===== src/design/alag_pkg.sv =====
package alag_pkg;

  // Input and result field widths.
  localparam int DEGREE_W = 4;
  localparam int ORDER_W  = 5;
  localparam int POINT_W  = 40;
  localparam int DATA_W   = 64;
  localparam int PROD_W   = 2 * DATA_W;

  // Input stream payload: degree, order and point packed and padded to whole bytes.
  localparam int S_TDATA_W = ((DEGREE_W + ORDER_W + POINT_W + 7) / 8) * 8;
  localparam int DEGREE_LSB = 0;
  localparam int ORDER_LSB  = DEGREE_LSB + DEGREE_W;
  localparam int POINT_LSB  = ORDER_LSB + ORDER_W;

  // The multiplier takes one 16-bit digit of the wide operand per cycle.
  localparam int DIGIT_W = 16;
  localparam int DIGITS  = DATA_W / DIGIT_W;

  // The divider retires eight quotient bits per cycle.
  localparam int DIV_RADIX_BITS = 8;
  localparam int DIV_CYCLES     = DATA_W / DIV_RADIX_BITS;

  localparam int DEF_MAX_DEGREE = 15;
  localparam int DEF_FRAC_BITS  = 24;

  typedef struct packed {
    logic load;       // capture a new item and set up L0 and L1
    logic deg_zero;   // the new item has degree zero
    logic mul_start;  // load multiplier operands
    logic mul_step;   // multiply-accumulate one digit
    logic mul_end;    // scale, saturate and store a product
    logic sel;        // 0: coefficient a times L_j, 1: coefficient b times L_j-1
    logic sub;        // saturating difference of the two products
    logic div_step;   // one radix-256 step of the division
    logic advance;    // shift the recurrence by one degree
    logic out_load;   // move the result to the output register
  } alag_cmd_t;

endpackage


===== src/design/associated_laguerre_eval_unit.sv =====
// Evaluates the associated Laguerre polynomial L_n^k(x) by the three-term
// recurrence, with x in signed Q15.24 and the result in signed Q39.24
// (FRAC_BITS fractional bits). Degrees above MAX_DEGREE are clamped. Each
// product is scaled by an arithmetic right shift, and any product or
// difference outside the 64-bit range saturates and raises the overflow flag
// for that result. The unit works on one item at a time. Every recurrence
// step runs two products through one shared 64x16 multiplier, four digits
// each, and a divide by j+1 that retires eight quotient bits per cycle. The
// result sits in an output register, so a new item is taken while the last
// result is still waiting.
module associated_laguerre_eval_unit import alag_pkg::*; #(
  parameter int MAX_DEGREE = DEF_MAX_DEGREE,
  parameter int FRAC_BITS  = DEF_FRAC_BITS
) (
  input  logic                 clk,
  input  logic                 rst,
  input  logic                 s_tvalid,
  output logic                 s_tready,
  input  logic [S_TDATA_W-1:0] s_tdata,   // degree[3:0], order[8:4], point[48:9], zero pad
  output logic                 m_tvalid,
  input  logic                 m_tready,
  output logic [DATA_W-1:0]    m_tdata,   // value[63:0]
  output logic                 m_tuser    // overflow[0]
);

  localparam int JW = $clog2(MAX_DEGREE + 1);

  alag_cmd_t                cmd;
  logic [JW-1:0]            step;
  logic signed [DATA_W-1:0] value;

  alag_ctrl #(
    .MAX_DEGREE(MAX_DEGREE)
  ) u_ctrl (
    .clk      (clk),
    .rst      (rst),
    .in_valid (s_tvalid),
    .in_ready (s_tready),
    .degree   (s_tdata[DEGREE_LSB +: DEGREE_W]),
    .out_valid(m_tvalid),
    .out_ready(m_tready),
    .cmd      (cmd),
    .step     (step)
  );

  alag_dp #(
    .MAX_DEGREE(MAX_DEGREE),
    .FRAC_BITS (FRAC_BITS)
  ) u_dp (
    .clk     (clk),
    .cmd     (cmd),
    .step    (step),
    .order   (s_tdata[ORDER_LSB +: ORDER_W]),
    .point   (s_tdata[POINT_LSB +: POINT_W]),
    .value   (value),
    .overflow(m_tuser)
  );

  assign m_tdata = value;

`ifndef SYNTHESIS
  // An accepted item always leaves the unit busy in the next cycle.
  a_busy_after_accept: assert property (@(posedge clk) disable iff (rst)
    (s_tvalid && s_tready) |=> !s_tready)
    else $error("input accepted again right after a transfer");

  // A new result is only produced from a busy state.
  a_result_from_busy: assert property (@(posedge clk) disable iff (rst)
    $rose(m_tvalid) |-> $past(!s_tready))
    else $error("result appeared while the unit was idle");
`endif

endmodule


===== src/design/alag_ctrl.sv =====
module alag_ctrl import alag_pkg::*; #(
  parameter int MAX_DEGREE = DEF_MAX_DEGREE,
  localparam int JW = $clog2(MAX_DEGREE + 1)
) (
  input  logic                clk,
  input  logic                rst,
  input  logic                in_valid,
  output logic                in_ready,
  input  logic [DEGREE_W-1:0] degree,
  output logic                out_valid,
  input  logic                out_ready,
  output alag_cmd_t           cmd,
  output logic [JW-1:0]       step
);

  localparam int CNT_W = $clog2((DIV_CYCLES > DIGITS) ? DIV_CYCLES : DIGITS);

  localparam logic [2:0] S_IDLE   = 3'd0;
  localparam logic [2:0] S_MSTART = 3'd1;
  localparam logic [2:0] S_MSTEP  = 3'd2;
  localparam logic [2:0] S_MEND   = 3'd3;
  localparam logic [2:0] S_SUB    = 3'd4;
  localparam logic [2:0] S_DIV    = 3'd5;
  localparam logic [2:0] S_NEXT   = 3'd6;
  localparam logic [2:0] S_DONE   = 3'd7;

  logic [2:0]       state, state_next;
  logic [JW-1:0]    n, n_next;
  logic [JW-1:0]    j, j_next;
  logic [CNT_W-1:0] cnt, cnt_next;
  logic             sel, sel_next;
  logic             valid, valid_next;
  logic [JW-1:0]    n_clamp;
  logic [JW-1:0]    j_inc;

  // Degrees above the supported maximum are clamped.
  assign n_clamp = (int'(degree) > MAX_DEGREE) ? JW'(MAX_DEGREE) : JW'(degree);
  assign j_inc   = JW'(j + 1'b1);

  always_comb begin
    state_next = state;
    n_next     = n;
    j_next     = j;
    cnt_next   = cnt;
    sel_next   = sel;
    cmd        = '0;
    unique case (state)
      S_IDLE: begin
        if (in_valid) begin
          cmd.load     = 1'b1;
          cmd.deg_zero = (degree == '0);
          n_next       = n_clamp;
          j_next       = JW'(1);
          sel_next     = 1'b0;
          state_next   = (n_clamp <= JW'(1)) ? S_DONE : S_MSTART;
        end
      end
      S_MSTART: begin
        cmd.mul_start = 1'b1;
        cmd.sel       = sel;
        cnt_next      = '0;
        state_next    = S_MSTEP;
      end
      S_MSTEP: begin
        cmd.mul_step = 1'b1;
        cnt_next     = cnt + 1'b1;
        if (cnt == CNT_W'(DIGITS - 1)) begin
          state_next = S_MEND;
        end
      end
      S_MEND: begin
        cmd.mul_end = 1'b1;
        cmd.sel     = sel;
        if (!sel) begin
          sel_next   = 1'b1;
          state_next = S_MSTART;
        end else begin
          state_next = S_SUB;
        end
      end
      S_SUB: begin
        cmd.sub    = 1'b1;
        cnt_next   = '0;
        state_next = S_DIV;
      end
      S_DIV: begin
        cmd.div_step = 1'b1;
        cnt_next     = cnt + 1'b1;
        if (cnt == CNT_W'(DIV_CYCLES - 1)) begin
          state_next = S_NEXT;
        end
      end
      S_NEXT: begin
        cmd.advance = 1'b1;
        j_next      = j_inc;
        sel_next    = 1'b0;
        state_next  = (j_inc == n) ? S_DONE : S_MSTART;
      end
      S_DONE: begin
        // Wait until the output register is free or being emptied.
        if (!valid || out_ready) begin
          cmd.out_load = 1'b1;
          state_next   = S_IDLE;
        end
      end
      default: begin
        state_next = S_IDLE;
      end
    endcase
  end

  always_comb begin
    valid_next = valid;
    if (cmd.out_load) begin
      valid_next = 1'b1;
    end else if (out_ready) begin
      valid_next = 1'b0;
    end
  end

  always_ff @(posedge clk) begin
    if (rst) begin
      state <= S_IDLE;
      n     <= '0;
      j     <= '0;
      cnt   <= '0;
      sel   <= 1'b0;
      valid <= 1'b0;
    end else begin
      state <= state_next;
      n     <= n_next;
      j     <= j_next;
      cnt   <= cnt_next;
      sel   <= sel_next;
      valid <= valid_next;
    end
  end

  assign in_ready  = (state == S_IDLE);
  assign out_valid = valid;
  assign step      = j;

endmodule


===== src/design/alag_dp.sv =====
module alag_dp import alag_pkg::*; #(
  parameter int MAX_DEGREE = DEF_MAX_DEGREE,
  parameter int FRAC_BITS  = DEF_FRAC_BITS,
  localparam int JW = $clog2(MAX_DEGREE + 1)
) (
  input  logic                      clk,
  input  alag_cmd_t                 cmd,
  input  logic [JW-1:0]             step,
  input  logic [ORDER_W-1:0]        order,
  input  logic signed [POINT_W-1:0] point,
  output logic signed [DATA_W-1:0]  value,
  output logic                      overflow
);

  localparam logic signed [DATA_W-1:0] MAX_VAL = {1'b0, {(DATA_W - 1){1'b1}}};
  localparam logic signed [DATA_W-1:0] MIN_VAL = {1'b1, {(DATA_W - 1){1'b0}}};

  logic signed [POINT_W-1:0] x;
  logic [ORDER_W-1:0]        k;
  logic signed [DATA_W-1:0]  prev, curr, p1, p2;
  logic [DATA_W-1:0]         mag_a, mag_b;
  logic                      neg;
  logic [PROD_W-1:0]         acc;
  logic [DATA_W-1:0]         dvd;
  logic [JW-1:0]             rem;
  logic                      dneg;
  logic                      ovf;

  logic signed [DATA_W-1:0]  one, x_ext, pt_ext, curr0, ca, cb, op_a, op_b;
  logic [DATA_W-1:0]         coef_a;
  logic [DATA_W+DIGIT_W-1:0] pp;
  logic signed [PROD_W-1:0]  prod_s, sh;
  logic                      mul_sat;
  logic signed [DATA_W-1:0]  mul_res;
  logic signed [DATA_W:0]    diff;
  logic                      sub_sat;
  logic signed [DATA_W-1:0]  dres;
  logic [JW-1:0]             dv;
  logic [DATA_W-1:0]         ds;
  logic [JW-1:0]             dr;
  logic [JW:0]               trial;

  assign one    = signed'(DATA_W'(1) << FRAC_BITS);
  assign x_ext  = DATA_W'(x);
  assign pt_ext = DATA_W'(point);
  assign curr0  = signed'((DATA_W'(order) + DATA_W'(1)) << FRAC_BITS) - pt_ext;

  // Recurrence coefficients: a = 2j+k+1-x and b = j+k.
  assign coef_a = (DATA_W'(step) << 1) + DATA_W'(k) + DATA_W'(1);
  assign ca     = signed'(coef_a << FRAC_BITS) - x_ext;
  assign cb     = signed'((DATA_W'(step) + DATA_W'(k)) << FRAC_BITS);
  assign op_a   = cmd.sel ? cb : ca;
  assign op_b   = cmd.sel ? prev : curr;

  // Digits of the second operand enter most significant first.
  assign pp = mag_a * mag_b[DATA_W-1 -: DIGIT_W];

  always_comb begin
    prod_s  = neg ? signed'(-acc) : signed'(acc);
    sh      = prod_s >>> FRAC_BITS;
    mul_sat = (sh[PROD_W-1:DATA_W-1] != {(PROD_W - DATA_W + 1){sh[DATA_W-1]}});
    if (mul_sat) begin
      mul_res = sh[PROD_W-1] ? MIN_VAL : MAX_VAL;
    end else begin
      mul_res = sh[DATA_W-1:0];
    end
  end

  always_comb begin
    diff    = {p1[DATA_W-1], p1} - {p2[DATA_W-1], p2};
    sub_sat = (diff[DATA_W] != diff[DATA_W-1]);
    if (sub_sat) begin
      dres = p1[DATA_W-1] ? MIN_VAL : MAX_VAL;
    end else begin
      dres = diff[DATA_W-1:0];
    end
  end

  // Restoring division of the magnitude by j+1, eight bits per cycle.
  // The quotient bits shift in behind the dividend bits.
  assign dv = JW'(step + 1'b1);

  always_comb begin
    ds    = dvd;
    dr    = rem;
    trial = '0;
    for (int i = 0; i < DIV_RADIX_BITS; i++) begin
      trial = {dr, ds[DATA_W-1]};
      ds    = ds << 1;
      if (trial >= {1'b0, dv}) begin
        dr    = JW'(trial - {1'b0, dv});
        ds[0] = 1'b1;
      end else begin
        dr = trial[JW-1:0];
      end
    end
  end

  always_ff @(posedge clk) begin
    if (cmd.load) begin
      x    <= point;
      k    <= order;
      prev <= one;
      curr <= cmd.deg_zero ? one : curr0;
      ovf  <= 1'b0;
    end
    if (cmd.mul_start) begin
      mag_a <= op_a[DATA_W-1] ? DATA_W'(-op_a) : DATA_W'(op_a);
      mag_b <= op_b[DATA_W-1] ? DATA_W'(-op_b) : DATA_W'(op_b);
      neg   <= op_a[DATA_W-1] ^ op_b[DATA_W-1];
      acc   <= '0;
    end
    if (cmd.mul_step) begin
      acc   <= (acc << DIGIT_W) + PROD_W'(pp);
      mag_b <= mag_b << DIGIT_W;
    end
    if (cmd.mul_end) begin
      if (cmd.sel) begin
        p2 <= mul_res;
      end else begin
        p1 <= mul_res;
      end
      ovf <= ovf | mul_sat;
    end
    if (cmd.sub) begin
      dvd  <= dres[DATA_W-1] ? DATA_W'(-dres) : DATA_W'(dres);
      dneg <= dres[DATA_W-1];
      rem  <= '0;
      ovf  <= ovf | sub_sat;
    end
    if (cmd.div_step) begin
      dvd <= ds;
      rem <= dr;
    end
    if (cmd.advance) begin
      prev <= curr;
      curr <= dneg ? signed'(-dvd) : signed'(dvd);
    end
    if (cmd.out_load) begin
      value    <= curr;
      overflow <= ovf;
    end
  end

endmodule


===== config.mk =====
export PLATFORM = sky130hd
export DESIGN_NAME = associated_laguerre_eval_unit
export DESIGN_NICKNAME = d
export VERILOG_FILES = /design/src/design/alag_pkg.sv /design/src/design/associated_laguerre_eval_unit.sv /design/src/design/alag_ctrl.sv /design/src/design/alag_dp.sv
export SDC_FILE = /design/constraint.sdc
export NUM_CORES = 2
export LEC_CHECK = 0
export ABC_AREA = 1
export CAP_MARGIN = 25
export CORE_AREA = 8 8 314 468
export DETAILED_ROUTE_END_ITERATION = 8
export DIE_AREA = 0 0 322 476
export DONT_BUFFER_PORTS = 1
export PLACE_DENSITY = 0.84
export SKIP_LAST_GASP = 1
export SYNTH_ARGS = -nofsm -noshare
export SYNTH_HDL_FRONTEND = slang
export SYNTH_SLANG_ARGS = --single-unit

===== constraint.sdc =====
create_clock -name clk -period 14.6 [get_ports clk]
set_clock_uncertainty 0.1 [all_clocks]
set_input_delay 0.73 -clock clk [delete_from_list [all_inputs] [get_ports clk]]
set_output_delay 0.73 -clock clk [all_outputs]
set_load 0.03 [all_outputs]

Word-level counts from Yosys, hierarchy flattened
Index checks and enable logic that the tools add are counted.
- add/sub/neg operators: 23
- multiply operators: 1
- order comparisons: 9
- eq/ne operators: 16
- muxes and demuxes: 69
- bitwise operators: 4
- reduce and logical (&&, ||, !) cells: 21
- operator list (cell ; number):
    $mux 64 ; 18
    $mux 128 ; 3
    $neg 64->64 ; 4
    $add 128x80->128 ; 1
    $neg 128->128 ; 1
    $mul 64x16->80 ; 1
    $sub 64x64->65 ; 1
    $ne 64x64->1 ; 1
    $sub 64x40->64 ; 1
    $mux 63 ; 1
    $mux 4 ; 11
    $sub 31x40->41 ; 1
    $add 40x1->40 const B ; 1
    $ge 5x4->1 ; 8
    $sub 4x4->4 ; 8
    $pmux 3 s8 ; 1
    $mux 1 ; 23
    $mux 3 ; 7
    $eq 3x3->1 const B ; 5
    $reduce_bool 2->1 ; 6
    $reduce_and 2->1 ; 5
    $eq 3x2->1 const B ; 3
    $pmux 4 s2 ; 1
    $add 4x5->6 ; 1
    23 further kinds ; 30
- flip-flop bits (word level): 709
- bits of input ports: 60
- output and inout port bits: 67
- word-level logic and storage cells: 167

Logic depth before layout (Yosys ltp)
- depth after elaboration: 18
- mapped depth: 72
- gate-level depth less buffers: 72

Cells and area by module
Synthesis repeated with hierarchy kept, for this count alone.
- cell total of the unflattened synthesis: 10665
- area total of the unflattened synthesis: 82200.1 um^2
- by module, submodules not included (module ; instances ; cells each ; area an instance (um^2) ; sequential area each (um^2)):
    alag_dp ; 1 ; 10518 ; 81245.4 ; 20649.8
    alag_ctrl ; 1 ; 147 ; 954.7 ; 320.3

Least setup slack after synthesis
Ideal clock, no wire load.
- path type: register -> register
- start point: register u_ctrl.j[1] (netlist: u_ctrl.step[1])
- end point: register u_dp.rem[0] (data pin)
- library setup time: 250 ps
- arrival time: 10724 ps
- required time: 14250 ps
- slack: 3526 ps
- cell stages (with the launch flop): 68
- path buffers: 0
- period minus slack after synthesis: 11074 ps
- cells stage by stage: dfxtp_1 -> ha_1 -> inv_2 -> nand2_1 -> nand2_1 -> inv_1 -> ha_1 -> a21oi_1 -> xor2_1 -> nand2_1 -> nand2_1 -> inv_1 -> ha_1 -> nand4_1 -> inv_1 -> nor2_1 -> nand3_1 -> nand2_1 -> (+32 left out) -> nand3_1 -> nand2_1 -> ha_1 -> a21oi_1 -> inv_1 -> nor2_1 -> inv_1 -> a211oi_1 -> nand3_4 -> o21a_1 -> ha_1 -> inv_1 -> nor2_1 -> nand3_2 -> nand3_2 -> nand2_1 -> inv_1 -> nor2_1
- cells in the longest elaborated chain, start to end: 18
- elaborated cells between the ends (all ways): 25
- classes of those cells: add/sub: 8; order compare: 8; mux: 9
- RTL lines (item ; RTL line ; RTL):
    start: declaration ; alag_ctrl.sv:29 ; logic [JW-1:0] j, j_next;
    start signal: assignment ; alag_ctrl.sv:132 ; j <= j_next;
    $add 4x1->4 * ; alag_dp.sv:81 ; assign dv = JW'(step + 1'b1);
    $sub 4x4->4 / $ge 5x4->1 (equally long branches) ; alag_dp.sv:91, alag_dp.sv:90 ;
    $mux 4 ; alag_dp.sv:90 ; if (trial >= {1'b0, dv}) begin
    $sub 4x4->4 / $ge 5x4->1 (equally long branches) ; alag_dp.sv:91, alag_dp.sv:90 ;
    $mux 4 ; alag_dp.sv:90 ;
    $sub 4x4->4 / $ge 5x4->1 (equally long branches) ; alag_dp.sv:91, alag_dp.sv:90 ;
    $mux 4 ; alag_dp.sv:90 ;
    $ge 5x4->1 / $sub 4x4->4 (equally long branches) ; alag_dp.sv:90, alag_dp.sv:91 ;
    (+2 left out) ; -- ;
    $mux 4 ; alag_dp.sv:90 ;
    $sub 4x4->4 / $ge 5x4->1 (equally long branches) ; alag_dp.sv:91, alag_dp.sv:90 ;
    $mux 4 ; alag_dp.sv:90 ;
    $sub 4x4->4 / $ge 5x4->1 (equally long branches) ; alag_dp.sv:91, alag_dp.sv:90 ;
    $mux 4 ; alag_dp.sv:90 ;
    $ge 5x4->1 * ; alag_dp.sv:90 ;
    $mux 4 * ; alag_dp.sv:90 ;
    $mux 4 * ; alag_dp.sv:131 ; if (cmd.div_step) begin
    end signal: assignment ; alag_dp.sv:133 ; rem <= dr;
    end: declaration ; alag_dp.sv:25 ; logic [JW-1:0] rem;
Every way passes the cells marked *; elsewhere a longest branch is shown, timed or not.
A chain may end at the register's enable or synchronous reset.

Worst setup path in the final report
Ends and elaborated chain as after synthesis.

==> run summary <==
======================================================================================
Result of the run                                                            completed
Number of I/O pins                                                                 127
Worst-Skew Late Latency                                                        0.74 ns
Synth Area in Simple Gates                                                       21.2%
# setup viols final                                                                  0
Count of clock tree sinks                                                          709
Root buffer cell                                                          sky130_fd_sc_hd__clkbuf_16
Mapped cell area                                                            81900 um^2
Worst slew pin tran                                                            1.17 ns
Synth Area in Compound Gates                                                     9.61%
MaxCap Viol Count                                                                    0
Synth async-reset ratio                                                             0%
CP most frequent cell                                                     sky130_fd_sc_hd__nand2_1
Die Ht                                                                          476 um
Cell type with the highest aggregate area in the netlist                  sky130_fd_sc_hd__edfxtp_1
Launch point of the worst reg-to-reg path                                 u_ctrl.step[1]$_SDFFE_PP0P_
Clock transition at the registers of the reported paths                        0.06 ns
Count of H-tree levels built during CTS                                              3
Timing-limited maximum frequency                                            0.0769 GHz
Starting utilization of the core area                                            58.3%
Final Critical Period                                                         13.00 ns
Post-layout instance area                                                   86200 um^2
Rel. slew slack                                                                  21.5%
Unrepaired setup endpoints after global routing                                     no
Hold path startpoint                                                       s_tdata[10]
Most frequent cells in the layout                                         sky130_fd_sc_hd__nand2_1 (2318), sky130_fd_sc_hd__inv_1 (2214), sky130_fd_sc_hd__fa_1 (940)
Warnings from Yosys                                                                  0
Arrival time at the worst endpoint                                            13.30 ns
Number of register bits inferred by synthesis                                      709
Number of global-route vias before repair                                        73988
Mean cell area of the mapped netlist                                         7.88 um^2
Max Fanout on Critical Path                                                          9
Number of distinct standard cells referenced by the synthesized netlist             86
Class of the tightest hold or removal check                                     in2reg
Area of the die                                                            153000 um^2
Worst setup path startpoint                                               u_ctrl.step[1]$_SDFFE_PP0P_
Largest family of logic cells by synthesized area                          adder cells
Utilization of the core after routing                                            61.4%
Sum of routed wire length over all layers                                       272 mm
Layout net count                                                                 11478
Number of buffers on the longest clock path                                          3
Adder-Cell Fraction of Synth Area                                                27.5%
Floorplan Core Area                                                        140000 um^2
Worst Setup Path Type                                                          reg2reg
Slowest stage cell, crit path                                             sky130_fd_sc_hd__a211oi_1
Post-cts sizing count                                                                0
Wire length of the first global-routing pass                                    419 mm
Data required time at the worst endpoint                                      14.90 ns
All-layer global routing usage                                                   35.4%
Crit. End Element                                                                 flop
Area share of the largest cell type after synthesis                              24.8%
Number of hold violations in the final report                                        0
Post-synthesis mux area share                                                       0%
Initial drt markers                                                               7104
Post-DRT Antenna Nets                                                                0
Global placement routability congestion                                           1.08
Instance area after placement                                               83100 um^2
Most frequent standard cell in the layout excluding fill and tap cells    sky130_fd_sc_hd__nand2_1
Vias after detailed routing                                                      71319
Count of buffers from port buffering                                                 0
Number of flops mapped to enable cells by yosys                                    677
Width of the chip                                                               322 um
Flip-flop cell with the highest count after synthesis                     sky130_fd_sc_hd__edfxtp_1
Part of the Yosys area used for sequential elements                              25.6%
Gate count of the mapped netlist                                                 10394
GR Overflow Total                                                                    0
Maximum number of pins on one net before global-route repair                       148
Number of antenna violations at the first check in global routing                    9
Main area contributors after synthesis                                    sky130_fd_sc_hd__edfxtp_1 (25%), sky130_fd_sc_hd__fa_1 (23%), sky130_fd_sc_hd__nand2_1 (11%), sky130_fd_sc_hd__inv_1 (10%), sky130_fd_sc_hd__ha_1 (4.5%)
Dpl hpwl                                                                        212 mm
Setup Total Neg Slack                                                             0 ns
Parity-gate share of the synthesized area counting xor and xnor cells            3.47%
Filler instances                                                                 12114
Drt wl/cell                                                                    22.4 um
Clock tree from TritonCTS                                                          yes
Clock buffer count from CTS                                                         74
Proportion of layout cells with a drive suffix above 1                           4.66%
Critical path startpoint category                                                 flop
Average via count per standard cell                                               5.88
Signed area change from the synthesized netlist to the final layout              5.25%
Row count                                                                          169
Initial DRT Pass Iterations                                                          6
Number of design rule violations left after detail routing                           0
Count of pins over their slew limit                                                  0
Stage delay of the slowest cell on the critical path                           0.69 ns
Crit share post-route                                                            89.0%
======================================================================================
[cells by family after synthesis]
group | Yosys count
adder cells (fa/ha/maj) | 1234
other | 1
AND/OR/NAND/NOR | 4062
XOR/XNOR | 324
flip-flops | 709
AO/OA/AOI/OAI | 1383
buffers and inverters | 2681
[cell usage after synthesis (all sizes together) (112+ instances only)]
library cell / n
a21oi: 515
buf: 127
clkbuf: 283
edfxtp: 677
fa: 940
ha: 294
inv: 2260
nand2: 2398
nand3: 357
nor2: 880
nor3: 152
nor4: 125
o21ai: 563
xnor2: 112
xor2: 212
[through the flow]
step	instances	hold WS, ns	setup WS [ns]
after floorplan	10405	0.326	3.53
after global placement	11948	0.340	1.32
final	12132	0.0355	1.60
after detailed placement	11951	0.349	1.51
after global routing	12128	0.0207	0.150
after CTS	12123	0.0102	1.43
[layer usage]
| metal | global-route usage (%) | part of all wire (%) | vias to the layer above |
|---|---|---|---|
| met1 | 40.0 | 34 | 34163 |
| met3 | 7.09 | 9.4 | 1166 |
| met5 | 0 | 0.012 | - |
| met2 | 59.2 | 48 | 4016 |
| li1 | - | - | 31968 |
| met4 | 26.5 | 9.1 | 6 |
[path summary, 6_finish.rpt]
check	slack (ns)	cells after the start	endpoint
setup reg to reg	1.60	65	u_dp.rem[0]$_SDFFCE_PN0P_
hold reg to reg	0.37	0	u_dp.value[54]$_DFFE_PP_
setup / recovery	1.60	65	u_dp.rem[0]$_SDFFCE_PN0P_
hold / removal	0.04	0	u_dp.x[1]$_DFFE_PP_
[flip-flops by register name (all words and copies together), names as in the netlist]
register / count
u_dp.acc: 128
u_dp.curr: 64
u_dp.dvd: 64
u_dp.mag_a: 64
u_dp.mag_b: 64
u_dp.p1: 64
u_dp.p2: 64
u_dp.prev: 64
u_dp.value: 64
u_dp.x: 40
u_dp.k: 5
u_ctrl.n: 4
u_ctrl.step: 4
u_dp.rem: 4
u_ctrl.cnt: 3
u_ctrl.state: 3
u_ctrl.out_valid: 1
u_ctrl.sel: 1
u_dp.dneg: 1
u_dp.neg: 1
u_dp.overflow: 1
u_dp.ovf: 1
[layout make-up]
| class | instances | area, um^2 | area share [%] |
|---|---|---|---|
| antenna | 7 | 17.5 | 0.0203 |
| clock buffer | 80 | 1870 | 2.17 |
| timing repair buffer | 114 | 948 | 1.10 |
| tap | 1881 | 2350 | 2.73 |
| inverter | 2270 | 8520 | 9.89 |
| multi-input combinational | 7015 | 50700 | 58.8 |
| clock inverter | 56 | 801 | 0.929 |
| sequential | 709 | 21000 | 24.3 |
[critical path: cells and delay by family, from the launching register on]
kind                       cells  cell delay (ns)
xor gates and xnor gates       1             0.51
adders and majority gates      8             2.56
AOI/OAI and AO/OA             20             4.39
and+or+nand+nor               28             4.02
buffers and inverters          8             0.54
DFF                            1             0.56
[what timing repair did]
item                                   CTS  global route
endpoints found under the hold margin   41             0
buffers inserted                         0             0
hold buffers                            36             0
Power is not shown: default switching activity piles up to over one toggle a cycle in this logic, so the estimate is an artifact.
